**config.mk**
```make
export PLATFORM = sky130hd
export DESIGN_NAME = lotka_volterra_rk2_step_unit
export DESIGN_NICKNAME = d
export VERILOG_FILES = /design/src/rtl/lvrk2_pkg.sv /design/src/rtl/lvrk2_alu.sv /design/src/rtl/lvrk2_ctrl.sv /design/src/rtl/lotka_volterra_rk2_step_unit.sv
export SDC_FILE = /design/constraint.sdc
export NUM_CORES = 2
export LEC_CHECK = 0
export CORE_MARGIN = 4
export CORE_UTILIZATION = 55
export CTS_CLUSTER_DIAMETER = 30
export DETAILED_ROUTE_END_ITERATION = 8
export DONT_BUFFER_PORTS = 1
export HOLD_SLACK_MARGIN = 0.05
export MAX_ROUTING_LAYER = met4
export PLACE_DENSITY = 0.7
export SETUP_SLACK_MARGIN = 0.15
export SLEW_MARGIN = 0
export SYNTH_ARGS = -nofsm -noshare
export SYNTH_HDL_FRONTEND = slang
export SYNTH_SLANG_ARGS = --single-unit
```
**constraint.sdc**
```tcl
create_clock -name clk -period 25.7 [get_ports clk]
set_input_delay 1.285 -clock clk [delete_from_list [all_inputs] [get_ports clk]]
set_output_delay 1.285 -clock clk [all_outputs]
set_load 0.005 [all_outputs]
```
**src/rtl/lvrk2_pkg.sv**
```systemverilog
package lvrk2_pkg;

	// Word format: signed fixed point, Q16.16 in 32-bit words.
	localparam int WORD_BITS = 32;
	localparam int FRAC_BITS = 16;
	// Unsigned coefficient widths.
	localparam int WGT_BITS  = FRAC_BITS + 1;
	localparam int STEP_BITS = WORD_BITS - 1;
	// The shared unit takes operands one bit wider than a word, so that the
	// unsigned coefficients and signed words share a single signed multiplier.
	localparam int OPND_BITS = WORD_BITS + 1;
	localparam int PROD_BITS = 2 * OPND_BITS;
	localparam int SUM_BITS  = OPND_BITS + 1;

	localparam logic [WORD_BITS-1:0] WORD_MAX = {1'b0, {(WORD_BITS-1){1'b1}}};
	localparam logic [WORD_BITS-1:0] WORD_MIN = {1'b1, {(WORD_BITS-1){1'b0}}};

	// Register reset values.
	localparam logic [WORD_BITS-1:0] COEF_RESET   = WORD_BITS'(1) << FRAC_BITS;
	localparam logic [WGT_BITS-1:0]  WGT_ONE      = WGT_BITS'(1) << FRAC_BITS;
	localparam logic [STEP_BITS-1:0] STEP_RESET   = STEP_BITS'(6554);
	localparam logic [STEP_BITS-1:0] OFFSET_RESET = STEP_BITS'(3277);

	// Configuration register indexes.
	localparam int CFG_IDX_BITS = 3;
	typedef enum logic [CFG_IDX_BITS-1:0] {
		CFG_PREY_GROWTH    = 3'd0,
		CFG_PREDATION_RATE = 3'd1,
		CFG_PREDATOR_GAIN  = 3'd2,
		CFG_PREDATOR_DEATH = 3'd3,
		CFG_STAGE_WEIGHT   = 3'd4,
		CFG_STEP_SIZE      = 3'd5,
		CFG_STAGE_OFFSET   = 3'd6
	} cfg_idx_t;

	// Item kinds.
	typedef enum logic {
		FUNC_LOAD    = 1'b0,
		FUNC_ADVANCE = 1'b1
	} func_t;

	// Operations of the shared unit.
	typedef enum logic [1:0] {
		ALU_MUL = 2'd0,
		ALU_ADD = 2'd1,
		ALU_SUB = 2'd2
	} alu_op_t;

	// Operand sources: working registers, then coefficients.
	typedef enum logic [4:0] {
		SRC_X, SRC_Y, SRC_P, SRC_T0, SRC_T1, SRC_K1X, SRC_K1Y, SRC_K2X, SRC_K2Y,
		SRC_XM, SRC_YM, SRC_A, SRC_B, SRC_C, SRC_D, SRC_OM, SRC_W, SRC_H, SRC_OFF
	} src_t;

	// Write-back destinations.
	typedef enum logic [3:0] {
		DST_X, DST_Y, DST_P, DST_T0, DST_T1, DST_K1X, DST_K1Y, DST_K2X, DST_K2Y,
		DST_XM, DST_YM
	} dst_t;

	typedef struct packed {
		alu_op_t op;
		src_t    a;
		src_t    b;
		dst_t    dst;
	} uop_t;

	// Sequencer states.
	typedef enum logic [1:0] {
		ST_IDLE,
		ST_RUN,
		ST_FINISH
	} state_t;

	// Controls from the sequencer to the datapath.
	typedef struct packed {
		logic ready;
		logic load_init;
		logic clr_sat;
		logic wr_en;
		logic out_load;
		uop_t uop;
	} ctrl_t;

	localparam int PROG_LEN = 28;
	localparam int PC_BITS  = $clog2(PROG_LEN);
	localparam logic [PC_BITS-1:0] PC_LAST = PC_BITS'(PROG_LEN - 1);

	// Micro-program for one advance step: derivative at the current point,
	// midpoint, derivative at the midpoint, weighted blend, then the update.
	function automatic uop_t prog_rom(input logic [PC_BITS-1:0] pc);
		uop_t u;
		case (pc)
			5'd0:    u = '{ALU_MUL, SRC_X,   SRC_Y,   DST_P};
			5'd1:    u = '{ALU_MUL, SRC_A,   SRC_X,   DST_T0};
			5'd2:    u = '{ALU_MUL, SRC_B,   SRC_P,   DST_T1};
			5'd3:    u = '{ALU_SUB, SRC_T0,  SRC_T1,  DST_K1X};
			5'd4:    u = '{ALU_MUL, SRC_C,   SRC_P,   DST_T0};
			5'd5:    u = '{ALU_MUL, SRC_D,   SRC_Y,   DST_T1};
			5'd6:    u = '{ALU_SUB, SRC_T0,  SRC_T1,  DST_K1Y};
			5'd7:    u = '{ALU_MUL, SRC_K1X, SRC_OFF, DST_T0};
			5'd8:    u = '{ALU_ADD, SRC_X,   SRC_T0,  DST_XM};
			5'd9:    u = '{ALU_MUL, SRC_K1Y, SRC_OFF, DST_T0};
			5'd10:   u = '{ALU_ADD, SRC_Y,   SRC_T0,  DST_YM};
			5'd11:   u = '{ALU_MUL, SRC_XM,  SRC_YM,  DST_P};
			5'd12:   u = '{ALU_MUL, SRC_A,   SRC_XM,  DST_T0};
			5'd13:   u = '{ALU_MUL, SRC_B,   SRC_P,   DST_T1};
			5'd14:   u = '{ALU_SUB, SRC_T0,  SRC_T1,  DST_K2X};
			5'd15:   u = '{ALU_MUL, SRC_C,   SRC_P,   DST_T0};
			5'd16:   u = '{ALU_MUL, SRC_D,   SRC_YM,  DST_T1};
			5'd17:   u = '{ALU_SUB, SRC_T0,  SRC_T1,  DST_K2Y};
			5'd18:   u = '{ALU_MUL, SRC_OM,  SRC_K1X, DST_T0};
			5'd19:   u = '{ALU_MUL, SRC_W,   SRC_K2X, DST_T1};
			5'd20:   u = '{ALU_ADD, SRC_T0,  SRC_T1,  DST_T0};
			5'd21:   u = '{ALU_MUL, SRC_H,   SRC_T0,  DST_T0};
			5'd22:   u = '{ALU_ADD, SRC_X,   SRC_T0,  DST_X};
			5'd23:   u = '{ALU_MUL, SRC_OM,  SRC_K1Y, DST_T0};
			5'd24:   u = '{ALU_MUL, SRC_W,   SRC_K2Y, DST_T1};
			5'd25:   u = '{ALU_ADD, SRC_T0,  SRC_T1,  DST_T0};
			5'd26:   u = '{ALU_MUL, SRC_H,   SRC_T0,  DST_T0};
			5'd27:   u = '{ALU_ADD, SRC_Y,   SRC_T0,  DST_Y};
			default: u = '{ALU_ADD, SRC_X,   SRC_X,   DST_T0};
		endcase
		return u;
	endfunction

endpackage

```
**src/rtl/lvrk2_alu.sv**
```systemverilog
module lvrk2_alu
	import lvrk2_pkg::*;
(
	input  logic                        clk,
	input  alu_op_t                     op,
	input  logic signed [OPND_BITS-1:0] a,
	input  logic signed [OPND_BITS-1:0] b,
	output logic        [WORD_BITS-1:0] result,
	output logic                        sat
);

	logic signed [PROD_BITS-1:0]                      prod_s1;
	logic        [PROD_BITS-FRAC_BITS-WORD_BITS:0]    prod_top;
	logic                                             prod_in_range;
	logic signed [SUM_BITS-1:0]                       sum;
	logic        [SUM_BITS-WORD_BITS:0]               sum_top;
	logic                                             sum_in_range;

	// The multiplier is registered; its result is scaled and saturated combinationally from that register.
	always_ff @(posedge clk) begin
		prod_s1 <= a * b;
	end

	// Dropping the fraction bits of a two's complement product rounds toward
	// minus infinity; the result fits when every bit above the word agrees.
	assign prod_top      = prod_s1[PROD_BITS-1:FRAC_BITS+WORD_BITS-1];
	assign prod_in_range = (&prod_top) || !(|prod_top);

	// Exact sum or difference one bit wider than the operands.
	always_comb begin
		if (op == ALU_SUB) begin
			sum = {a[OPND_BITS-1], a} - {b[OPND_BITS-1], b};
		end else begin
			sum = {a[OPND_BITS-1], a} + {b[OPND_BITS-1], b};
		end
	end

	assign sum_top      = sum[SUM_BITS-1:WORD_BITS-1];
	assign sum_in_range = (&sum_top) || !(|sum_top);

	// Select and saturate the result of the current operation.
	always_comb begin
		case (op)
			ALU_MUL: begin
				sat = !prod_in_range;
				if (prod_in_range) begin
					result = prod_s1[FRAC_BITS+WORD_BITS-1:FRAC_BITS];
				end else begin
					result = prod_s1[PROD_BITS-1] ? WORD_MIN : WORD_MAX;
				end
			end
			default: begin
				sat = !sum_in_range;
				if (sum_in_range) begin
					result = sum[WORD_BITS-1:0];
				end else begin
					result = sum[SUM_BITS-1] ? WORD_MIN : WORD_MAX;
				end
			end
		endcase
	end

endmodule

```
**src/rtl/lvrk2_ctrl.sv**
```systemverilog
module lvrk2_ctrl
	import lvrk2_pkg::*;
(
	input  logic  clk,
	input  logic  arst_n,
	input  logic  in_valid,
	input  func_t in_func,
	input  logic  out_free,
	output ctrl_t cs
);

	state_t             state_q, state_d;
	logic [PC_BITS-1:0] pc_q, pc_d;
	logic               phase_q, phase_d;

	// State register, program counter and multiply phase.
	always_ff @(posedge clk or negedge arst_n) begin
		if (!arst_n) begin
			state_q <= ST_IDLE;
			pc_q    <= '0;
			phase_q <= 1'b0;
		end else begin
			state_q <= state_d;
			pc_q    <= pc_d;
			phase_q <= phase_d;
		end
	end

	// Next state and datapath controls. A multiply first loads the multiplier register
	// with the phase bit clear and writes back with the phase bit set; add and subtract
	// write back at once.
	always_comb begin
		state_d      = state_q;
		pc_d         = pc_q;
		phase_d      = phase_q;
		cs           = '0;
		cs.uop       = prog_rom(pc_q);
		unique case (state_q)
			ST_IDLE: begin
				cs.ready = 1'b1;
				if (in_valid) begin
					cs.clr_sat = 1'b1;
					pc_d       = '0;
					phase_d    = 1'b0;
					if (in_func == FUNC_LOAD) begin
						cs.load_init = 1'b1;
						state_d      = ST_FINISH;
					end else begin
						state_d = ST_RUN;
					end
				end
			end
			ST_RUN: begin
				if (cs.uop.op == ALU_MUL && !phase_q) begin
					phase_d = 1'b1;
				end else begin
					cs.wr_en = 1'b1;
					phase_d  = 1'b0;
					if (pc_q == PC_LAST) begin
						state_d = ST_FINISH;
					end else begin
						pc_d = pc_q + 1'b1;
					end
				end
			end
			ST_FINISH: begin
				if (out_free) begin
					cs.out_load = 1'b1;
					state_d     = ST_IDLE;
				end
			end
			default: begin
				state_d = ST_IDLE;
			end
		endcase
	end

	// A multiply never writes back before its product has been registered.
	assert property (@(posedge clk) disable iff (!arst_n)
		(cs.wr_en && cs.uop.op == ALU_MUL) |-> phase_q)
		else $error("multiply written back in its issue cycle");

	// The program counter stays within the micro-program.
	assert property (@(posedge clk) disable iff (!arst_n)
		pc_q <= PC_LAST)
		else $error("program counter beyond the micro-program");

	// The last write-back of a step leads straight to the result hand-over.
	assert property (@(posedge clk) disable iff (!arst_n)
		(state_q == ST_RUN && cs.wr_en && pc_q == PC_LAST) |=> (state_q == ST_FINISH))
		else $error("step did not finish after its last operation");

endmodule

```
**src/rtl/lotka_volterra_rk2_step_unit.sv**
```systemverilog
// Channel   Signals                          Payload
// config    cfg_we, cfg_index, cfg_wdata     one register written per cycle, no wait
// input     s_axis_tvalid/tready/tdata/tuser tdata: init_prey, init_predator; tuser: func
// output    m_axis_tvalid/tready/tdata/tuser tdata: prey_out, predator_out; tuser: overflow
//
// An advance item runs a 28-operation micro-program on one shared unit: 18 multiplies
// (multiplier register, then scale and saturate) and 10 saturating adds or subtracts.
// It is accepted in the idle state and its result handed over in the finish state;
// no new item is accepted before that hand-over. A load item goes straight from accept
// to hand-over. Reset clears the levels to zero and the coefficients to their defaults.
// A stalled output keeps its result in the output register; the block still accepts
// and runs the next item, then waits in its hand-over state until that register is free.
module lotka_volterra_rk2_step_unit
	import lvrk2_pkg::*;
(
	input  logic                      clk,
	input  logic                      arst_n,
	input  logic                      cfg_we,
	input  logic [CFG_IDX_BITS-1:0]   cfg_index,
	input  logic [WORD_BITS-1:0]      cfg_wdata,
	input  logic                      s_axis_tvalid,
	output logic                      s_axis_tready,
	input  logic [2*WORD_BITS-1:0]    s_axis_tdata,  // init_prey, init_predator
	input  logic                      s_axis_tuser,  // func
	output logic                      m_axis_tvalid,
	input  logic                      m_axis_tready,
	output logic [2*WORD_BITS-1:0]    m_axis_tdata,  // prey_out, predator_out
	output logic                      m_axis_tuser   // overflow
);

	ctrl_t                       cs;
	logic                        out_free;
	logic                        in_valid;

	logic [WORD_BITS-1:0]        prey_growth_q, predation_rate_q;
	logic [WORD_BITS-1:0]        predator_gain_q, predator_death_q;
	logic [WGT_BITS-1:0]         stage_weight_q;
	logic [WGT_BITS-1:0]         weight_rest;
	logic [WGT_BITS-1:0]         weight_wr;
	logic [STEP_BITS-1:0]        step_size_q, stage_offset_q;

	logic [WORD_BITS-1:0]        x_q, y_q;
	logic [WORD_BITS-1:0]        p_q, t0_q, t1_q, k1x_q, k1y_q, k2x_q, k2y_q, xm_q, ym_q;
	logic                        sat_q;

	logic signed [OPND_BITS-1:0] opnd_a, opnd_b;
	logic [WORD_BITS-1:0]        alu_result;
	logic                        alu_sat;

	logic                        m_valid_q;
	logic [2*WORD_BITS-1:0]      m_data_q;
	logic                        m_user_q;

	assign in_valid = s_axis_tvalid;
	assign out_free = !m_valid_q || m_axis_tready;

	lvrk2_ctrl u_ctrl (
		.clk      (clk),
		.arst_n   (arst_n),
		.in_valid (in_valid),
		.in_func  (func_t'(s_axis_tuser)),
		.out_free (out_free),
		.cs       (cs)
	);

	// Stage weights come from the low 17 bits of the write data; above one they are held at one.
	assign weight_wr = (cfg_wdata[WGT_BITS-1:0] > WGT_ONE) ? WGT_ONE : cfg_wdata[WGT_BITS-1:0];

	// Configuration registers.
	always_ff @(posedge clk or negedge arst_n) begin
		if (!arst_n) begin
			prey_growth_q    <= COEF_RESET;
			predation_rate_q <= COEF_RESET;
			predator_gain_q  <= COEF_RESET;
			predator_death_q <= COEF_RESET;
			stage_weight_q   <= WGT_ONE;
			step_size_q      <= STEP_RESET;
			stage_offset_q   <= OFFSET_RESET;
		end else if (cfg_we) begin
			unique case (cfg_index)
				CFG_PREY_GROWTH:    prey_growth_q    <= cfg_wdata;
				CFG_PREDATION_RATE: predation_rate_q <= cfg_wdata;
				CFG_PREDATOR_GAIN:  predator_gain_q  <= cfg_wdata;
				CFG_PREDATOR_DEATH: predator_death_q <= cfg_wdata;
				CFG_STAGE_WEIGHT:   stage_weight_q   <= weight_wr;
				CFG_STEP_SIZE:      step_size_q      <= cfg_wdata[STEP_BITS-1:0];
				CFG_STAGE_OFFSET:   stage_offset_q   <= cfg_wdata[STEP_BITS-1:0];
				default: begin
				end
			endcase
		end
	end

	// Weight of the first stage.
	assign weight_rest = WGT_ONE - stage_weight_q;

	// Operand selection: words and rates sign-extended; weights, step, offset zero-extended.
	always_comb begin
		case (cs.uop.a)
			SRC_X:   opnd_a = {x_q[WORD_BITS-1], x_q};
			SRC_Y:   opnd_a = {y_q[WORD_BITS-1], y_q};
			SRC_P:   opnd_a = {p_q[WORD_BITS-1], p_q};
			SRC_T0:  opnd_a = {t0_q[WORD_BITS-1], t0_q};
			SRC_T1:  opnd_a = {t1_q[WORD_BITS-1], t1_q};
			SRC_K1X: opnd_a = {k1x_q[WORD_BITS-1], k1x_q};
			SRC_K1Y: opnd_a = {k1y_q[WORD_BITS-1], k1y_q};
			SRC_K2X: opnd_a = {k2x_q[WORD_BITS-1], k2x_q};
			SRC_K2Y: opnd_a = {k2y_q[WORD_BITS-1], k2y_q};
			SRC_XM:  opnd_a = {xm_q[WORD_BITS-1], xm_q};
			SRC_YM:  opnd_a = {ym_q[WORD_BITS-1], ym_q};
			SRC_A:   opnd_a = {prey_growth_q[WORD_BITS-1], prey_growth_q};
			SRC_B:   opnd_a = {predation_rate_q[WORD_BITS-1], predation_rate_q};
			SRC_C:   opnd_a = {predator_gain_q[WORD_BITS-1], predator_gain_q};
			SRC_D:   opnd_a = {predator_death_q[WORD_BITS-1], predator_death_q};
			SRC_OM:  opnd_a = {{(OPND_BITS-WGT_BITS){1'b0}}, weight_rest};
			SRC_W:   opnd_a = {{(OPND_BITS-WGT_BITS){1'b0}}, stage_weight_q};
			SRC_H:   opnd_a = {{(OPND_BITS-STEP_BITS){1'b0}}, step_size_q};
			SRC_OFF: opnd_a = {{(OPND_BITS-STEP_BITS){1'b0}}, stage_offset_q};
			default: opnd_a = '0;
		endcase
		case (cs.uop.b)
			SRC_X:   opnd_b = {x_q[WORD_BITS-1], x_q};
			SRC_Y:   opnd_b = {y_q[WORD_BITS-1], y_q};
			SRC_P:   opnd_b = {p_q[WORD_BITS-1], p_q};
			SRC_T0:  opnd_b = {t0_q[WORD_BITS-1], t0_q};
			SRC_T1:  opnd_b = {t1_q[WORD_BITS-1], t1_q};
			SRC_K1X: opnd_b = {k1x_q[WORD_BITS-1], k1x_q};
			SRC_K1Y: opnd_b = {k1y_q[WORD_BITS-1], k1y_q};
			SRC_K2X: opnd_b = {k2x_q[WORD_BITS-1], k2x_q};
			SRC_K2Y: opnd_b = {k2y_q[WORD_BITS-1], k2y_q};
			SRC_XM:  opnd_b = {xm_q[WORD_BITS-1], xm_q};
			SRC_YM:  opnd_b = {ym_q[WORD_BITS-1], ym_q};
			SRC_A:   opnd_b = {prey_growth_q[WORD_BITS-1], prey_growth_q};
			SRC_B:   opnd_b = {predation_rate_q[WORD_BITS-1], predation_rate_q};
			SRC_C:   opnd_b = {predator_gain_q[WORD_BITS-1], predator_gain_q};
			SRC_D:   opnd_b = {predator_death_q[WORD_BITS-1], predator_death_q};
			SRC_OM:  opnd_b = {{(OPND_BITS-WGT_BITS){1'b0}}, weight_rest};
			SRC_W:   opnd_b = {{(OPND_BITS-WGT_BITS){1'b0}}, stage_weight_q};
			SRC_H:   opnd_b = {{(OPND_BITS-STEP_BITS){1'b0}}, step_size_q};
			SRC_OFF: opnd_b = {{(OPND_BITS-STEP_BITS){1'b0}}, stage_offset_q};
			default: opnd_b = '0;
		endcase
	end

	lvrk2_alu u_alu (
		.clk    (clk),
		.op     (cs.uop.op),
		.a      (opnd_a),
		.b      (opnd_b),
		.result (alu_result),
		.sat    (alu_sat)
	);

	// Prey and predator levels: set by a load, updated at the end of a step.
	always_ff @(posedge clk or negedge arst_n) begin
		if (!arst_n) begin
			x_q <= '0;
			y_q <= '0;
		end else if (cs.load_init) begin
			x_q <= s_axis_tdata[WORD_BITS-1:0];
			y_q <= s_axis_tdata[2*WORD_BITS-1:WORD_BITS];
		end else if (cs.wr_en) begin
			if (cs.uop.dst == DST_X) begin
				x_q <= alu_result;
			end
			if (cs.uop.dst == DST_Y) begin
				y_q <= alu_result;
			end
		end
	end

	// Intermediate values of the step.
	always_ff @(posedge clk) begin
		if (cs.wr_en) begin
			case (cs.uop.dst)
				DST_P:   p_q   <= alu_result;
				DST_T0:  t0_q  <= alu_result;
				DST_T1:  t1_q  <= alu_result;
				DST_K1X: k1x_q <= alu_result;
				DST_K1Y: k1y_q <= alu_result;
				DST_K2X: k2x_q <= alu_result;
				DST_K2Y: k2y_q <= alu_result;
				DST_XM:  xm_q  <= alu_result;
				DST_YM:  ym_q  <= alu_result;
				default: begin
				end
			endcase
		end
	end

	// Sticky saturation flag for the item in progress.
	always_ff @(posedge clk or negedge arst_n) begin
		if (!arst_n) begin
			sat_q <= 1'b0;
		end else if (cs.clr_sat) begin
			sat_q <= 1'b0;
		end else if (cs.wr_en && alu_sat) begin
			sat_q <= 1'b1;
		end
	end

	// Output register.
	always_ff @(posedge clk or negedge arst_n) begin
		if (!arst_n) begin
			m_valid_q <= 1'b0;
		end else if (cs.out_load) begin
			m_valid_q <= 1'b1;
		end else if (m_axis_tready) begin
			m_valid_q <= 1'b0;
		end
	end

	always_ff @(posedge clk) begin
		if (cs.out_load) begin
			m_data_q <= {y_q, x_q};
			m_user_q <= sat_q;
		end
	end

	assign s_axis_tready = cs.ready;
	assign m_axis_tvalid = m_valid_q;
	assign m_axis_tdata  = m_data_q;
	assign m_axis_tuser  = m_user_q;

	// A new result never overwrites one that has not been taken.
	assert property (@(posedge clk) disable iff (!arst_n)
		cs.out_load |-> (!m_valid_q || m_axis_tready))
		else $error("result overwritten in the output register");

endmodule

```
Word level (Yosys, flattened, before mapping). Memory sizes are Yosys's and may differ from the RTL's. Index checks and enable logic that the tools add are counted.

Flip-flop bits (word level): 700. Bits in read-only memories: 512. Bits of input ports: 105. Output and inout bits: 67. Word-level logic and storage cells: 182. Memories: 1.

Add/sub/neg operators: 4. Multiply operators: 1. Magnitude comparators: 1. Equality and inequality tests: 61. Mux-type cells: 40. Reduce and logical (&&, ||, !) cells: 48.

Memory list: (no name shown) (depth 32, bits a word 16, rd ports 1, clocked after memory_dff 0, wr ports 0, line lvrk2_pkg.sv:93) `case (pc)`.

Operator list (count): $pmux 33 s19 (2); $mux 32 (11); $eq 5x4->1 const B (16); $mul 33x33->66 (1); $eq 5x3->1 const B (8); $reduce_and 2->1 (19); $eq 5x5->1 const B (7); $add 33x33->34 (1); $mux 34 (1); $sub 33x33->34 (1); $eq 5x2->1 const B (4); $reduce_and 19->1 (1); $reduce_or 19->1 (1); $gt 17x17->1 const B (1); $mux 17 (1); $sub 17x17->17 const A (1); $eq 4x3->1 const B (4); $mux 5 (3); $eq 4x4->1 const B (3); $mux 1 (12); $mux 2 (6); $reduce_bool 2->1 (6); $eq 5x1->1 const B (2); $logic_not 5->1 (2); 23 further kinds (41).

Depth between registers and ports, before layout. An unclocked memory read counts as a cell.

Depth after elaboration: 13. Depth in mapped cells: 48. Mapped depth without buffers: 41.

Hierarchy. A second synthesis with hierarchy kept.

Cells, all modules: 7099. Area total of the unflattened synthesis: 72997.5 um^2.

Modules (own cells, without submodules): lvrk2_alu (instances 1, cells each 4627, area an instance 42160.4 um^2, sequential area each 1001.0 um^2); lotka_volterra_rk2_step_unit (instances 1, cells each 2315, area an instance 29632.2 um^2, sequential area each 17455.5 um^2); lvrk2_ctrl (instances 1, cells each 157, area an instance 1204.9 um^2, sequential area each 200.2 um^2).

Worst setup path after synthesis. Ideal clock, no wire load.

Kind: register to register. Start: reg u_ctrl.pc_q[0]. End: reg u_alu.prod_s1[60]. Library setup time: 0.122 ns. Arrival time: 11.687 ns. Data required time: 25.578 ns. Slack: 13.891 ns. Cell stages (with the launch flop): 43. Path buffers: 7. Period minus slack after synthesis: 11.809 ns. Path through: dfrtp_1 -> clkbuf_1 -> inv_1 -> ha_1 -> buf_2 -> nand2b_1 -> a21o_1 -> a21oi_1 -> clkbuf_1 -> nor3_1 -> clkbuf_1 -> clkbuf_1 -> a221oi_1 -> nand4_1 -> a2111oi_0 -> clkbuf_1 -> nor2_1 -> fa_1 -> (+7 left out) -> fa_1 -> inv_1 -> fa_1 -> inv_1 -> ha_1 -> clkbuf_1 -> a21oi_1 -> o21bai_1 -> a21oi_1 -> nand3b_1 -> a21oi_1 -> or4_1 -> a21o_1 -> a31oi_1 -> nor2_1 -> a21boi_0 -> nor4b_1 -> a311o_1.

Word-level cells in the longest chain between the ends: 4. Elaborated cells between the ends (all ways): 42. Classes of those cells: mul: 1; eq/ne: 36; mux: 2; reduce/logical: 2; memory: 1.

RTL lines: from (decl) (line lvrk2_ctrl.sv:13) `logic [PC_BITS-1:0] pc_q, pc_d;`; from (signal assigned) (line lvrk2_ctrl.sv:24) `pc_q <= pc_d;`; $mem_v2 32x16 *; $eq 5x5->1, or another cell as far along (line lotka_volterra_rk2_step_unit.sv:99) `case (cs.uop.a)`; $pmux 33 s19, on equally long branches (line lotka_volterra_rk2_step_unit.sv:99, lotka_volterra_rk2_step_unit.sv:121); $mul 33x33->66 * (line lvrk2_alu.sv:21) `prod_s1 <= a * b;`; to (signal assigned) (line lvrk2_alu.sv:21); to (decl) (line lvrk2_alu.sv:12) `logic signed [PROD_BITS-1:0] prod_s1;`.

Every way passes the cells marked *; elsewhere a longest branch is shown, timed or not. A chain may end at the register's enable or synchronous reset.

Final worst setup path.
Start: reg u_ctrl.pc_q[0]. End: reg u_alu.prod_s1[64].

Same word-level chain as after synthesis.

==> metrics.txt <==
Fill cells=10807; drt total wl=292000 um; # hold bufs at CTS=0; Final Instance Area=78300 um^2; Die Ht=369 um; Slew HR=0.0326; critical path endpoint category=flip-flop; Placer Congestion=1.07; IO Port Bufs=0; largest cells by area after synthesis=fa_1 31%, edfxtp_1 15%, dfrtp_1 9.2%; WS Path Type=flip-flop to flip-flop; count of final hold-check violations=0; post-route DRC violation count=10; Setup Skew=0.0539 ns; via count=59924; CTS clk-pin slew, worst paths=0.06 ns; vias in the first global route=61325; hold crit path type=input port to asynchronous set/reset pin; most used cell, CP=fa_1; run status=finished with violations; first-pass GRT wire length=422000 um; final setup fails=0; synthesized area=71500 um^2; area fraction of the dominant cell type after synthesis=0.314; post-synth top area cell=fa_1; crit path time final=14.13 ns; GRT Overall Usage=0.443; Root Driver=clkbuf_16; H-tree Lvls=3; clk buf depth=3; Die Wd=369 um; # rows=132; setup_tns=0 ns; synth unique cells=101; Mapped Cells=7147; Clk Latency, worst-skew pair=0.73 ns; Area growth syn-to-layout=9.47%; layout cells sized above 1=0.112; synth cell count leaders=1181 x inv_1, 1123 x fa_1, 807 x nand2_1; final cycle utilization of the critical path=0.550; area of the die=136000 um^2; EDFF count, synth=353; Inst Count DP=8716; GR Overflow Total=0; CP required=26.34 ns; Final Hold Slack=0.267 ns; Post-Layout Cell Count=8959; Avg Inst Size Synth=10.0 um^2; Starting Density=0.553; Worst Path Arrival=14.77 ns; Post-DP Area=74200 um^2; fin nets=8568; DR iter-0 viols=8785; asr flop ratio synth=0.411; critical path fanouts, max=18; clock tree from TritonCTS=yes; Worst path slowest cell=nor2_1; Max-cap violations=0; Via density=6.69; PostCTS Resize Cnt=0; commonest register cell after synthesis=edfxtp_1; Crit path largest cell delay=1.28 ns; f_max=0.0708 GHz; Antenna Nets Post-Route=0; pin count of the biggest net entering global routing=282; RSZ-0062 raised after global routing=false; Seq/Total Area, Yosys=0.261; WL/cell=32.6 um; failing checks=design-rule violations; most common cell in the netlist=inv_1; CP delay by family, top=adder cells; Core Footprint=129000 um^2; dpl hpwl=209000 um; CTS buffer count=111; Slew Viols, Final=0; syn_nets=8628; Synth Warn #=0; Slew @ Worst Pin=1.44 ns; DR pass1 iterations=9; postcts setup bufs=0; Top-Level Pins=172; flops & latches, synth=684; startpoint types=flip-flop; CTS Sinks=684; initial antenna violation count=19; WP buf/inv=8
[path summary, 6_finish.rpt]
kind | start | to | slack, ns | cells after the start
min in group clk | sat_q | m_axis_tuser | 0.51 | 0
hold reg to reg | sat_q | m_axis_tuser | 0.51 | 0
setup reg to reg | u_ctrl.pc_q[0] | u_alu.prod_s1[64] | 11.57 | 38
max in group asynchronous | arst_n | y_q[8] | 24.74 | 0
setup / recovery | u_ctrl.pc_q[0] | u_alu.prod_s1[64] | 11.57 | 38
hold / removal | arst_n | prey_growth_q[23] | 0.27 | 0
[metrics by stage]
step | util | worst slack, ns
CTS | 0.605 | 12.07
floorplan | - | 13.89
finish | 0.605 | 11.57
detailed placement | 0.574 | 12.15
global placement | 0.574 | 12.39
global route | 0.605 | 11.16
[placed cells by master (no fill, tap or decap), types with 19 or more instances in the layout]
cell and instances:
inv_1 1181, fa_1 1123, nand2_1 807, nor2_1 558, edfxtp_1 353, dfrtp_1 262, a21oi_1 253, ha_1 253
buf_4 232, mux2_2 205, a22oi_1 138, o21ai_0 115, clkbuf_16 112, a22o_1 97, nand3_1 91, xnor2_1 88
mux2i_1 76, a221oi_1 73, o22ai_1 69, nand4_1 64, a21o_1 63, nand2b_1 54, dfxtp_1 50, nor3_1 49
xor2_1 45, and3_1 41, and2_1 40, diode_2 31, nor2b_1 29, o211ai_1 29, a222oi_1 27, and4_1 24
a31oi_1 24, o21a_1 22, or2_2 21, nor2_2 20, a32oi_1 19, nor4_1 19, dfstp_2 19
[sequential cells by signal, summed over array words and instances, names as in the netlist, 17 cells and up]
name and cells:
predator_death_q 32, u_alu.prod_s1 50, t0_q 32, t1_q 32, predation_rate_q 32, x_q 32, k2x_q 32, stage_offset_q 31
y_q 32, predator_gain_q 32, stage_weight_q 17, m_axis_tdata 64, k1x_q 32, ym_q 32, xm_q 32, prey_growth_q 32
k2y_q 32, k1y_q 32, p_q 32, step_size_q 31
[worst reg2reg max path, delay by kind of cell (launching register included)]
kind	cells	cell delay (ns)
mux	1	0.33
compound gates	10	3.22
xor+xnor	1	0.16
buf+inv	8	1.35
flops	1	0.68
fa+ha+maj	10	4.73
simple gates	8	3.59
[final cells by class]
type	instances	area [um^2]	area share
Tap cell	1742	2180	0.0279
Timing Repair Buffer	232	1740	0.0223
Antenna cell	31	77.6	0.000991
Clock buffer	120	2850	0.0365
Multi-Input combinational cell	4855	47100	0.602
Sequential cell	684	18700	0.238
Clock inverter	92	1100	0.0141
Inverter	1203	4520	0.0577
[layer usage]
layer | vias to the layer above | part of all wire | track usage
met5 | - | 0 | -
met4 | 0 | 0.078 | 0.254
met3 | 1429 | 0.15 | 0.175
met2 | 4934 | 0.42 | 0.624
met1 | 30069 | 0.35 | 0.544
li1 | 23492 | - | -
[logic make-up (layout without fill, tap and decap cells)]
logic type                 Yosys count  count (layout)  synth area share
AOI/OAI and AO/OA                 1143            1143             0.115
xor gates and xnor gates           133             133            0.0163
adders and majority gates         1376            1376             0.359
buffers and inverters             1608            1647            0.0860
DFF                                684             684             0.261
muxes                              288             288            0.0450
other                                0              31                 0
and+or+nand+nor                   1915            1915             0.118
Power is not shown: default switching activity piles up to over one toggle a cycle in this logic, so the estimate is an artifact.
